$ cat config.mk
export PLATFORM = sky130hd
export DESIGN_NAME = clock_zone_offset_ui_display_unit_flat
export DESIGN_NICKNAME = d
export VERILOG_FILES = /design/src/czoud_pkg.sv /design/src/czoud_if.sv /design/src/clock_zone_offset_ui_display_unit.sv /design/src/flat_wrapper.sv
export SDC_FILE = /design/constraint.sdc
export NUM_CORES = 1
export LEC_CHECK = 0
export ABC_CLOCK_PERIOD_IN_PS = 20700
export BUFFER_PORTS_ARGS = -buffer_cell sky130_fd_sc_hd__buf_2
export CAP_MARGIN = 40
export CORE_AREA = 2 2 93 95
export DETAILED_ROUTE_END_ITERATION = 10
export DIE_AREA = 0 0 95 97
export HOLD_SLACK_MARGIN = 0.06
export PLACE_DENSITY = 0.87
export SYNTH_ARGS = -nofsm -noshare
export SYNTH_HDL_FRONTEND = slang
export SYNTH_SLANG_ARGS = --single-unit
$ cat constraint.sdc
create_clock -name clk -period 20.7 [get_ports clk]
set_input_delay 2.07 -clock clk [delete_from_list [all_inputs] [get_ports clk]]
set_output_delay 2.07 -clock clk [all_outputs]
set_load 0.05 [all_outputs]
$ cat src/czoud_pkg.sv
// Shared types, constants and helpers for the clock zone offset display unit.
// No dependencies; every other file in src imports this package.
package czoud_pkg;

  localparam logic [3:0] DIGIT_BLANK = 4'd15;

  localparam logic signed [5:0] OFF_RESET = -6'sd8;
  localparam logic signed [5:0] OFF_MAX   = 6'sd23;
  localparam logic signed [5:0] OFF_MIN   = -6'sd23;

  localparam logic signed [7:0] HOURS_DAY = 8'sd24;

  localparam logic FUNC_POLL = 1'b0;
  localparam logic FUNC_LOAD = 1'b1;

  // Button bit positions
  localparam int BTN_DOWN = 0;
  localparam int BTN_UP   = 1;
  localparam int BTN_MODE = 3;

  typedef enum logic [2:0] {
    MENU_TIME      = 3'd0,
    MENU_ENTER     = 3'd1,
    MENU_SETTING   = 3'd2,
    MENU_LEAVE     = 3'd3,
    MENU_UP_HELD   = 3'd4,
    MENU_DOWN_HELD = 3'd5
  } menu_state_t;

  typedef struct packed {
    logic       func;
    logic [5:0] buttons;
    logic [1:0] hour_tens_in;
    logic [3:0] hour_ones_in;
    logic [2:0] minute_tens_in;
    logic [3:0] minute_ones_in;
    logic [2:0] second_tens_in;
    logic [3:0] second_ones_in;
  } in_word_t;

  typedef struct packed {
    logic [3:0] digit_a;
    logic [3:0] digit_b;
    logic [3:0] digit_c;
    logic [3:0] digit_d;
    logic [3:0] digit_e;
    logic [3:0] digit_f;
    logic       showing_offset;
  } out_word_t;

  // Split a value below 64 into tens and ones: {tens, ones}
  function automatic logic [7:0] split_dec(input logic [5:0] v);
    logic [3:0] q;
    logic [5:0] r;
    if (v >= 6'd60)      q = 4'd6;
    else if (v >= 6'd50) q = 4'd5;
    else if (v >= 6'd40) q = 4'd4;
    else if (v >= 6'd30) q = 4'd3;
    else if (v >= 6'd20) q = 4'd2;
    else if (v >= 6'd10) q = 4'd1;
    else                 q = 4'd0;
    r = v - ({2'b00, q} * 6'd10);
    return {q, r[3:0]};
  endfunction

endpackage

$ cat src/czoud_if.sv
// Valid/ready channel interfaces for the input and result words.
// Depends on czoud_pkg for the payload structs.
interface czoud_in_if import czoud_pkg::*; ();
  logic     valid;
  logic     ready;
  in_word_t data;

  modport source (output valid, output data, input ready);
  modport sink   (input valid, input data, output ready);
endinterface

interface czoud_out_if import czoud_pkg::*; ();
  logic      valid;
  logic      ready;
  out_word_t data;

  modport source (output valid, output data, input ready);
  modport sink   (input valid, input data, output ready);
endinterface

$ cat src/clock_zone_offset_ui_display_unit.sv
// Top level of the clock zone offset display unit: menu machine, zone offset,
// stored time digits and digit formatting. Uses czoud_pkg and czoud_if.
//
//   channel   dir   payload       handshake
//   in_ch     in    in_word_t     valid/ready, load or poll word
//   out_ch    out   out_word_t    valid/ready, one word per poll
//
// One word per cycle sustained while results are taken; a poll result passes
// through the input register, then the result register.
// A load word updates the stored digits and yields no result.
// A full result register that is not taken stalls the input register for polls.
// Reset (rst_n low, synchronous) sets the menu to time view, offset to -8,
// and clears the stored digits.
module clock_zone_offset_ui_display_unit
  import czoud_pkg::*;
(
  input  logic         clk,
  input  logic         rst_n,
  czoud_in_if.sink     in_ch,
  czoud_out_if.source  out_ch
);

  // Input register
  logic     s1_valid_r;
  in_word_t s1_word_r;

  // State
  menu_state_t      menu_r, menu_nxt;
  logic signed [5:0] off_r, off_nxt;
  logic [1:0] hour_tens_r;
  logic [3:0] hour_ones_r;
  logic [2:0] minute_tens_r;
  logic [3:0] minute_ones_r;
  logic [2:0] second_tens_r;
  logic [3:0] second_ones_r;

  // Result register
  logic      out_valid_r, out_valid_nxt;
  out_word_t out_word_r, out_word_nxt;

  logic s1_go, poll_go, load_go;
  logic btn_up, btn_down, btn_mode;
  logic signed [5:0] off_after_up;
  logic offset_view;
  logic [5:0] hour_bin;
  logic signed [7:0] hour_sum, hour_adj;
  logic [4:0] off_mag;
  logic [7:0] hour_split, off_split;

  assign s1_go   = s1_valid_r && (s1_word_r.func == FUNC_LOAD || !out_valid_r || out_ch.ready);
  assign poll_go = s1_go && (s1_word_r.func == FUNC_POLL);
  assign load_go = s1_go && (s1_word_r.func == FUNC_LOAD);

  assign in_ch.ready  = !s1_valid_r || s1_go;
  assign out_ch.valid = out_valid_r;
  assign out_ch.data  = out_word_r;

  assign btn_down = s1_word_r.buttons[BTN_DOWN];
  assign btn_up   = s1_word_r.buttons[BTN_UP];
  assign btn_mode = s1_word_r.buttons[BTN_MODE];

  always_ff @(posedge clk) begin
    if (!rst_n) begin
      s1_valid_r <= 1'b0;
    end else if (in_ch.ready) begin
      s1_valid_r <= in_ch.valid;
    end
    if (in_ch.ready && in_ch.valid) begin
      s1_word_r <= in_ch.data;
    end
  end

  // Menu next state
  always_comb begin
    menu_nxt = menu_r;
    if (poll_go) begin
      case (menu_r)
        MENU_TIME: begin
          if (btn_mode) menu_nxt = MENU_ENTER;
        end
        MENU_ENTER: begin
          if (!btn_mode) menu_nxt = MENU_SETTING;
        end
        MENU_SETTING: begin
          // of up, down and mode, the last in that order wins (mode has priority)
          if (btn_up)   menu_nxt = MENU_UP_HELD;
          if (btn_down) menu_nxt = MENU_DOWN_HELD;
          if (btn_mode) menu_nxt = MENU_LEAVE;
        end
        MENU_LEAVE: begin
          if (!btn_mode) menu_nxt = MENU_TIME;
        end
        MENU_UP_HELD: begin
          if (!btn_up) menu_nxt = MENU_SETTING;
        end
        MENU_DOWN_HELD: begin
          if (!btn_down) menu_nxt = MENU_SETTING;
        end
        default: begin
          menu_nxt = MENU_TIME;
        end
      endcase
    end
  end

  // Offset update and digit formatting
  always_comb begin
    off_after_up = off_r;
    if (poll_go && menu_r == MENU_SETTING && btn_up && off_r != OFF_MAX) begin
      off_after_up = off_r + 6'sd1;
    end
    off_nxt = off_after_up;
    if (poll_go && menu_r == MENU_SETTING && btn_down && off_after_up != OFF_MIN) begin
      off_nxt = off_after_up - 6'sd1;
    end

    offset_view = (menu_r == MENU_SETTING) || (menu_r == MENU_LEAVE) ||
                  (menu_r == MENU_UP_HELD) || (menu_r == MENU_DOWN_HELD);

    hour_bin = ({4'b0000, hour_tens_r} * 6'd10) + {2'b00, hour_ones_r};
    hour_sum = $signed({2'b00, hour_bin}) + {{2{off_nxt[5]}}, off_nxt};
    if (hour_sum < 0)              hour_adj = hour_sum + HOURS_DAY;
    else if (hour_sum >= HOURS_DAY) hour_adj = hour_sum - HOURS_DAY;
    else                            hour_adj = hour_sum;
    hour_split = split_dec(hour_adj[5:0]);

    off_mag   = off_nxt[5] ? 5'(-off_nxt) : off_nxt[4:0];
    off_split = split_dec({1'b0, off_mag});

    out_word_nxt.showing_offset = offset_view;
    if (!offset_view) begin
      out_word_nxt.digit_a = hour_split[7:4];
      out_word_nxt.digit_b = hour_split[3:0];
      out_word_nxt.digit_c = {1'b0, minute_tens_r};
      out_word_nxt.digit_d = minute_ones_r;
      out_word_nxt.digit_e = {1'b0, second_tens_r};
      out_word_nxt.digit_f = second_ones_r;
    end else if (off_nxt[5]) begin
      // negative offset shows on the right
      out_word_nxt.digit_a = DIGIT_BLANK;
      out_word_nxt.digit_b = DIGIT_BLANK;
      out_word_nxt.digit_c = DIGIT_BLANK;
      out_word_nxt.digit_d = DIGIT_BLANK;
      out_word_nxt.digit_e = off_split[7:4];
      out_word_nxt.digit_f = off_split[3:0];
    end else begin
      out_word_nxt.digit_a = off_split[7:4];
      out_word_nxt.digit_b = off_split[3:0];
      out_word_nxt.digit_c = DIGIT_BLANK;
      out_word_nxt.digit_d = DIGIT_BLANK;
      out_word_nxt.digit_e = DIGIT_BLANK;
      out_word_nxt.digit_f = DIGIT_BLANK;
    end

    if (poll_go)           out_valid_nxt = 1'b1;
    else if (out_ch.ready) out_valid_nxt = 1'b0;
    else                   out_valid_nxt = out_valid_r;
  end

  always_ff @(posedge clk) begin
    if (!rst_n) begin
      menu_r        <= MENU_TIME;
      off_r         <= OFF_RESET;
      hour_tens_r   <= '0;
      hour_ones_r   <= '0;
      minute_tens_r <= '0;
      minute_ones_r <= '0;
      second_tens_r <= '0;
      second_ones_r <= '0;
      out_valid_r   <= 1'b0;
    end else begin
      menu_r      <= menu_nxt;
      off_r       <= off_nxt;
      out_valid_r <= out_valid_nxt;
      if (load_go) begin
        hour_tens_r   <= s1_word_r.hour_tens_in;
        hour_ones_r   <= s1_word_r.hour_ones_in;
        minute_tens_r <= s1_word_r.minute_tens_in;
        minute_ones_r <= s1_word_r.minute_ones_in;
        second_tens_r <= s1_word_r.second_tens_in;
        second_ones_r <= s1_word_r.second_ones_in;
      end
    end
    if (poll_go) begin
      out_word_r <= out_word_nxt;
    end
  end

  // Offset stays within the clamp range
  a_off_range: assert property (@(posedge clk) disable iff (!rst_n)
    (off_r <= OFF_MAX) && (off_r >= OFF_MIN))
    else $error("zone offset out of range");

  // Offset only moves on a poll taken in the setting state
  a_off_hold: assert property (@(posedge clk) disable iff (!rst_n)
    !(poll_go && menu_r == MENU_SETTING) |=> $stable(off_r))
    else $error("zone offset changed outside setting");

  // A load word never creates a result
  a_load_silent: assert property (@(posedge clk) disable iff (!rst_n)
    load_go |=> out_valid_r == $past(out_valid_r && !out_ch.ready))
    else $error("load word produced a result");

  // Offset view always blanks the middle digits
  a_offset_blank: assert property (@(posedge clk) disable iff (!rst_n)
    (out_valid_r && out_word_r.showing_offset) |->
      (out_word_r.digit_c == DIGIT_BLANK && out_word_r.digit_d == DIGIT_BLANK))
    else $error("offset view without blanks");

endmodule
$ cat src/flat_wrapper.sv
// flat-port wrapper written by rule: the top's interface ports become plain ports
module clock_zone_offset_ui_display_unit_flat import czoud_pkg::*;
  (clk, rst_n, in_ch_valid, in_ch_data, in_ch_ready, out_ch_valid, out_ch_data, out_ch_ready);
  czoud_in_if in_ch_i ();
  czoud_out_if out_ch_i ();
  input  logic clk;
  input  logic rst_n;
  input wire logic [$bits(in_ch_i.valid)-1:0] in_ch_valid;
  input wire logic [$bits(in_ch_i.data)-1:0] in_ch_data;
  output wire logic [$bits(in_ch_i.ready)-1:0] in_ch_ready;
  output wire logic [$bits(out_ch_i.valid)-1:0] out_ch_valid;
  output wire logic [$bits(out_ch_i.data)-1:0] out_ch_data;
  input wire logic [$bits(out_ch_i.ready)-1:0] out_ch_ready;
  assign in_ch_i.valid = in_ch_valid;
  assign in_ch_i.data = in_ch_data;
  assign in_ch_ready = in_ch_i.ready;
  assign out_ch_valid = out_ch_i.valid;
  assign out_ch_data = out_ch_i.data;
  assign out_ch_i.ready = out_ch_ready;
  clock_zone_offset_ui_display_unit u_core (.clk(clk), .rst_n(rst_n), .in_ch(in_ch_i), .out_ch(out_ch_i));
endmodule
==> insert_results.sql, run 1 <==
INSERT INTO impl_metrics (metric_group, metric, value, unit) VALUES
('setup_path', 'critical_path.max_stage_delay', '0.59', 'ns'),
('sta', 'worstMarginPinSlew', '0.916', 'ns'),
('clock_network', 'cts_resized', '0', ''),
('logic_synthesis', 'yosysWarnings', '0', ''),
('worst_hold_path', 'hold_class', 'flop to flop', ''),
('route', 'dr_total_vias', '3270', ''),
('clock_network', 'cts_inserted_buffers', '9', ''),
('setup_path', 'cp-end-kind', 'flop', ''),
('finish', 'final_core_util', '0.615', ''),
('sta', 'fin_crit_sh', '0.463', ''),
('setup_path', 'rr_endpoint', 'u_core.out_ch.data[20]', ''),
('global_route', 'number_of_antenna_violations_at_the_first_check_in_global_routing', '0', ''),
('global_route', 'first_global_vias', '3150', ''),
('clock_network', 'post-cts-setup-buffers', '0', ''),
('placement', 'buffer_ports.inserted', '54', ''),
('logic_synthesis', 'yosysTopAreaCellShare', '0.334', ''),
('finish', 'num-fill-cells', '633', ''),
('placement', 'postPlaceCellArea', '0.00477', 'mm²'),
('setup_path', 'worst-r2r-cell-count', '33', ''),
('sta', 'final_max_slew_viol_count', '0', ''),
('logic_synthesis', 'average_cell_area_after_synthesis', '10.3', 'µm²'),
('setup_path', 'crit_path_top_delay_cell', 'a2111oi_0', ''),
('logic_synthesis', 'synth.top_cells.by_count', 'nand2_1, edfxtp_1, dfxtp_1', ''),
('setup_path', 'critical_path.max_fanout', '12', ''),
('pwr', 'p_total', '0.366', 'mW'),
('global_route', 'first_pass_grt_wire_length', '14500', 'µm'),
('route', 'remaining_antenna_violation_count', '0', ''),
('pwr', 'power.ir.vdd_worst', '0.0716', 'mV'),
('setup_path', 'crit-reg2reg-launch', 'u_core.menu_r[1]', ''),
('finish', 'drive_gt1_frac', '0.205', ''),
('clock_network', 'cts_htree_levels', '3', ''),
('logic_synthesis', 'synth_fp_nets', '477', ''),
('logic_synthesis', 'ys_types', '69', ''),
('global_route', 'grt_overflow', '0', ''),
('setup_path', 'cp_data_required_time', '20.88', 'ns'),
('sta', 'report.final.hold_viol_count', '0', ''),
('setup_path', 'timing_endpoint_of_the_critical_path', 'u_core.out_ch.data[20]', ''),
('setup_path', 'critical_path_class', 'input pin to flop', ''),
('floorplanning', 'ioPinCount', '58', ''),
('finish', 'area_of_the_multi_input_gates', '0.00216', 'mm²'),
('floorplanning', 'floorplan.initialDensity', '0.542', ''),
('finish', 'area.growth.synth_to_final', '13.3', '%'),
('sta', 'grt_setup_unrepaired', 'no', ''),
('logic_synthesis', 'synth-async-reset-ratio', '0', ''),
('sta', 'min_period', '9.58', 'ns'),
('logic_synthesis', 'synth_largest_area_cell', 'edfxtp_1', ''),
('placement', 'place.gp.congestion', '0.889', ''),
('floorplanning', 'dieArea', '0.00922', 'mm²'),
('route', 'drt_drc_violations_left', '0', ''),
('clock_network', 'root_buffer', 'clkbuf_8', ''),
('clock_network', 'post_cts_hold_buffer_count', '0', ''),
('route', 'postRouteWirelength', '8600', 'µm'),
('logic_synthesis', 'synth-seq-area-share', '0.474', ''),
('setup_path', 'worst_setup_path_start', 'out_ch_ready', ''),
('sta', 'slew_headroom', '0.385', ''),
('finish', 'post-route-cell-area', '0.00500', 'mm²'),
('logic_synthesis', 'synthFlopType', 'edfxtp_1', ''),
('logic_synthesis', 'mappedNetlistArea', '0.00441', 'mm²'),
('route', 'drt-wirelength-per-cell', '14.6', 'µm'),
('logic_synthesis', 'number_of_enable_type_register_cells_in_the_synthesized_netlist', '49', ''),
('clock_network', 'clkSlewWorstSetupHoldPaths', '0.09', 'ns'),
('global_route', 'grt_util_all_layers', '0.201', ''),
('clock_network', 'insertion_delay', '0.36', 'ns'),
('setup_path', 'critical_path.top_delay_family', 'compound AO/OA/AOI/OAI gates', ''),
('setup_path', 'cp.buffers_inverters', '5', ''),
('run_status', 'status', 'completed', ''),
('pwr', 'pwr_density_cell', '73.2', 'mW/mm²'),
('logic_synthesis', 'post_synth_inst_count', '427', ''),
('finish', 'area.sequential', '0.00209', 'mm²'),
('sta', 'clock.fmax', '104', 'MHz'),
('clock_network', 'cts_tree', 'built', '');
==> cells by family (layout without fill, tap and decap cells) <==
group           after synthesis  count (layout)  share of synthesized area
compound gates               93              93                      0.150
mux                          13              13                     0.0315
simple gates                157             157                      0.186
buf+inv                      39              96                     0.0369
xor+xnor                     24              24                     0.0559
fa+ha+maj                    21              21                     0.0652
flops                        80              80                      0.474
==> worst min path at each step <==
| stage | startpoint | to | depth (start not counted) |
|---|---|---|---|
| global placement | u_core.minute_tens_r[1] | u_core.minute_tens_r[1] | 2 |
| finish | u_core.second_ones_r[2] | u_core.second_ones_r[2] | 2 |
| floorplan | u_core.minute_ones_r[0] | u_core.minute_ones_r[0] | 2 |
| global route | u_core.second_tens_r[1] | u_core.second_tens_r[1] | 2 |
| CTS | u_core.second_ones_r[2] | u_core.second_ones_r[2] | 2 |
| detailed placement | u_core.second_ones_r[2] | u_core.second_ones_r[2] | 2 |
==> report_power, final <==
part,switching [mW],internal [mW],total [mW]
sequential,0.00293,0.177,0.180
combinational,0.0335,0.0240,0.0575
clock,0.0626,0.0655,0.128
==> per-layer routing <==
layer  global-route usage  vias to the layer above  part of all wire
li1                     -                     1629                 -
met5                    0                        -                 0
met1                0.261                     1526              0.43
met4               0.0870                        0             0.029
met3               0.0343                       23             0.044
met2                0.328                       92              0.50
==> layout make-up <==
type                       instances  area share
sequential                        80       0.418
tap                              105      0.0263
clock inverter                     6      0.0163
inverter                          23      0.0173
timing repair buffer              57      0.0601
clock buffer                      10      0.0298
multi-input combinational        308       0.432
==> metrics by stage <==
step / setup slack [ns] / hold slack, ns / instances
after floorplan: 11.87 / 0.438 / 427
after global placement: 11.17 / 0.449 / 572
after detailed placement: 10.90 / 0.463 / 573
after CTS: 11.26 / 0.476 / 589
after global routing: 10.63 / 0.502 / 589
final: 11.12 / 0.475 / 589
==> tightest hold or removal path: stages, from the launching register on <==
cell	delay [ns]
dfxtp_1	0.32
nand2_1	0.05
a21boi_0	0.06
==> flip-flops by register name, indices dropped and copies added (netlist names) <==
| register | cells |
|---|---|
| u_core.btn_up | 1 |
| u_core.out_ch.valid | 1 |
| u_core.s1_word_r | 21 |
| u_core.off_r | 6 |
| u_core.hour_ones_r | 4 |
| u_core.hour_tens_r | 2 |
| u_core.minute_tens_r | 3 |
| u_core.minute_ones_r | 4 |
| u_core.out_ch.data | 25 |
| u_core.menu_r | 3 |
| u_core.btn_mode | 1 |
| u_core.s1_valid_r | 1 |
| u_core.btn_down | 1 |
| u_core.second_tens_r | 3 |
| u_core.second_ones_r | 4 |
==> layout by cell type (no fill, tap or decap), drive strengths merged, types with 3 or more instances in the layout <==
cell / n
nand2: 60
buf: 57
edfxtp: 49
dfxtp: 31
nor2: 31
inv: 26
a21oi: 24
a21boi: 23
ha: 15
xnor2: 15
nand2b: 13
nor3: 11
clkbuf: 10
mux2i: 9
xor2: 8
nand3: 7
nor4: 7
o21a: 7
o21ai: 7
a21o: 6
and2: 6
nor2b: 4
a31oi: 4
fa: 4
a22oi: 4
mux2: 4
o21bai: 3
a211o: 3
or3: 3
and3: 3
(Power assumes the default switching activity.)
==> run 2, diff against run 1 <==
--- a/config.mk
+++ b/config.mk
@@ -5,7 +5,7 @@
 export SDC_FILE = /design/constraint.sdc
 export NUM_CORES = 1
 export LEC_CHECK = 0
-export ABC_CLOCK_PERIOD_IN_PS = 20700
+export ABC_CLOCK_PERIOD_IN_PS = 9900
 export BUFFER_PORTS_ARGS = -buffer_cell sky130_fd_sc_hd__buf_2
 export CAP_MARGIN = 40
 export CORE_AREA = 2 2 93 95
==> constraint.sdc (replaced) <==
create_clock -name clk -period 9.9 [get_ports clk]
set_input_delay 0.99 -clock clk [delete_from_list [all_inputs] [get_ports clk]]
set_output_delay 0.99 -clock clk [all_outputs]
set_load 0.05 [all_outputs]
==> run 2 against run 1 <==
Critical endpoint unchanged. Worst hold slack got worse by 0.0090 ns. Total power is 110% higher. Sequential cell count is the same. Routed wire length fell by 0.86%. Largest cell class unchanged. Cell count did not move. Via count decreased by 0.98%.
==> insert_results.sql, run 2 (same netlist as run 1, synthesis figures left out) <==
INSERT INTO impl_metrics (metric_group, metric, value, unit) VALUES
('run_status', 'status', 'completed', ''),
('route', 'drt_drc_violations_left', '0', ''),
('floorplanning', 'rows', '33', ''),
('route', 'drt_first_pass_iters', '4', ''),
('setup_path', 'start_kind', 'flop', ''),
('placement', 'postPlaceCellArea', '0.00477', 'mm²'),
('route', 'postRouteWirelength', '8520', 'µm'),
('pwr', 'power.share.sequential', '0.492', ''),
('floorplanning', 'die_y', '97', 'µm'),
('clock_network', 'cts_inserted_buffers', '9', ''),
('floorplanning', 'floorplan.initialDensity', '0.542', ''),
('setup_path', 'cp.buffers_inverters', '3', ''),
('clock_network', 'cts_resized', '0', ''),
('finish', 'most-common-layout-cells', 'nand2_1, buf_2, edfxtp_1', ''),
('floorplanning', 'die-width', '95', 'µm'),
('worst_hold_path', 'worstHoldPathCells', '2', ''),
('pwr', 'p_leak', '2.03', 'nW'),
('floorplanning', 'core-area', '0.00813', 'mm²'),
('global_route', 'first_global_vias', '3068', ''),
('setup_path', 'critical_path.top_delay_family', 'simple AND/OR/NAND/NOR gates', ''),
('route', 'drt-wirelength-per-cell', '14.5', 'µm'),
('setup_path', 'critical_path_class', 'flop to flop', ''),
('clock_network', 'root_buffer', 'clkbuf_8', ''),
('global_route', 'grt_util_all_layers', '0.198', ''),
('route', 'drt_iter0_drc', '258', ''),
('route', 'post_drt_via_cell_ratio', '5.50', ''),
('pwr', 'pwr_density_cell', '153', 'mW/mm²'),
('clock_network', 'post-cts-setup-buffers', '0', ''),
('clock_network', 'clkSlewWorstSetupHoldPaths', '0.09', 'ns'),
('flow_run', 'drv_cap', '0', ''),
('sta', 'fin_crit_sh', '0.860', ''),
('setup_path', 'critical_path.max_fanout', '11', ''),
('clock_network', 'cts_htree_levels', '3', ''),
('global_route', 'grt_overflow', '0', ''),
('placement', 'dp.final_hpwl', '6150', 'µm'),
('finish', 'largest_register_ff_count', '25', ''),
('clock_network', 'numClockSinks', '80', ''),
('worst_hold_path', 'hold_class', 'flop to flop', ''),
('setup_path', 'worst-endpoint-arrival', '8.69', 'ns'),
('clock_network', 'clock_path_buffers', '2', ''),
('sta', 'fin_tns_setup', '0', 'ns'),
('global_route', 'number_of_antenna_violations_at_the_first_check_in_global_routing', '0', ''),
('pwr', 'sw_frac_of_total', '0.271', ''),
('setup_path', 'worst-r2r-cell-count', '30', ''),
('pwr', 'power.share.combinational', '0.158', ''),
('finish', 'drive_gt1_frac', '0.205', ''),
('global_route', 'grt_max_degree', '32', ''),
('placement', 'place.gp.congestion', '0.916', ''),
('pwr', 'net-switching-power', '0.207', 'mW'),
('clock_network', 'post_cts_hold_buffer_count', '0', ''),
('pwr', 'power.ir.vdd_worst', '0.143', 'mV'),
('setup_path', 'cp_data_required_time', '10.08', 'ns'),
('sta', 'clock.fmax', '117', 'MHz'),
('finish', 'area.growth.synth_to_final', '13.3', '%'),
('clock_network', 'cts_tree', 'built', ''),
('finish', 'post-route-cell-area', '0.00500', 'mm²'),
('sta', 'report.final.hold_viol_count', '0', ''),
('floorplanning', 'dieArea', '0.00922', 'mm²'),
('sta', 'min_period', '8.52', 'ns'),
('setup_path', 'cp.depth', '30', ''),
('sta', 'fin_skew', '0.0107', 'ns'),
('route', 'dr_total_vias', '3238', ''),
('sta', 'grt_setup_unrepaired', 'no', ''),
('route', 'remaining_antenna_violation_count', '0', ''),
('pwr', 'clockPowerShare', '0.350', ''),
('sta', 'final_max_slew_viol_count', '0', ''),
('sta', 'slew_headroom', '0.368', ''),
('setup_path', 'cp-end-kind', 'flop', ''),
('setup_path', 'critical_path.max_stage_delay', '0.80', 'ns'),
('clock_network', 'insertion_delay', '0.35', 'ns'),
('setup_path', 'crit_path_top_delay_cell', 'nor4b_4', ''),
('sta', 'worstMarginPinSlew', '0.941', 'ns'),
('sta', 'setup_viol', '0', ''),
('finish', 'finish.net_count', '529', ''),
('global_route', 'first_pass_grt_wire_length', '14400', 'µm'),
('finish', 'mostFrequentLayoutCell', 'nand2_1', ''),
('pwr', 'power_report.internal_total', '0.558', 'mW'),
('finish', 'n_antenna_cell', '0', ''),
('floorplanning', 'ioPinCount', '58', ''),
('placement', 'buffer_ports.inserted', '54', '');
-- run 2: final cells by class --
cell class	instances	area [µm²]
Timing Repair Buffer	57	300
Clock inverter	6	81.3
Clock buffer	10	149
Tap cell	105	131
Sequential cell	80	2090
Inverter	23	86.3
Fill cell	604	3130
Multi-Input combinational cell	308	2160
-- run 2: tightest hold or removal path, stage by stage (launching register included) --
cell	delay (ns)
dfxtp_1	0.31
nand2_1	0.05
a21boi_0	0.06
-- run 2: worst paths after layout --
check,from,end,slack (ns)
worst max-delay path,u_core.menu_r[1],u_core.out_ch.data[20],1.38
worst min-delay path,u_core.minute_ones_r[3],u_core.minute_ones_r[3],0.47
worst max register to register,u_core.menu_r[1],u_core.out_ch.data[20],1.38
worst min register to register,u_core.minute_ones_r[3],u_core.minute_ones_r[3],0.47
-- run 2: metrics by stage --
stage / setup slack [ns] / utilization / cells / hold WS (ns) / power, mW
floorplan: 2.15 / - / 427 / 0.438 / 0.475
global placement: 1.46 / 0.585 / 572 / 0.449 / 0.496
detailed placement: 1.23 / 0.586 / 573 / 0.454 / 0.502
CTS: 1.51 / 0.615 / 589 / 0.466 / 0.767
global route: 0.793 / 0.615 / 589 / 0.496 / 0.795
finish: 1.38 / 0.615 / 589 / 0.466 / 0.765
-- run 2: power groups by stage --
stage | Clock (mW) | Sequential (mW) | Combinational (mW)
2_1_floorplan | 0 | 0.398 | 0.0772
3_3_place_gp | 0 | 0.384 | 0.112
3_5_place_dp | 0 | 0.384 | 0.118
4_1_cts | 0.270 | 0.377 | 0.120
5_1_grt | 0.285 | 0.378 | 0.132
6_report | 0.268 | 0.377 | 0.121
-- run 2: routing by layer --
layer,track usage,up-vias,wire (µm),part of all wire
met5,0,-,0,0
met4,0.0903,0,272,0.032
met3,0.0405,20,368,0.043
met2,0.324,92,4150,0.49
met1,0.251,1502,3730,0.44
li1,-,1624,-,-
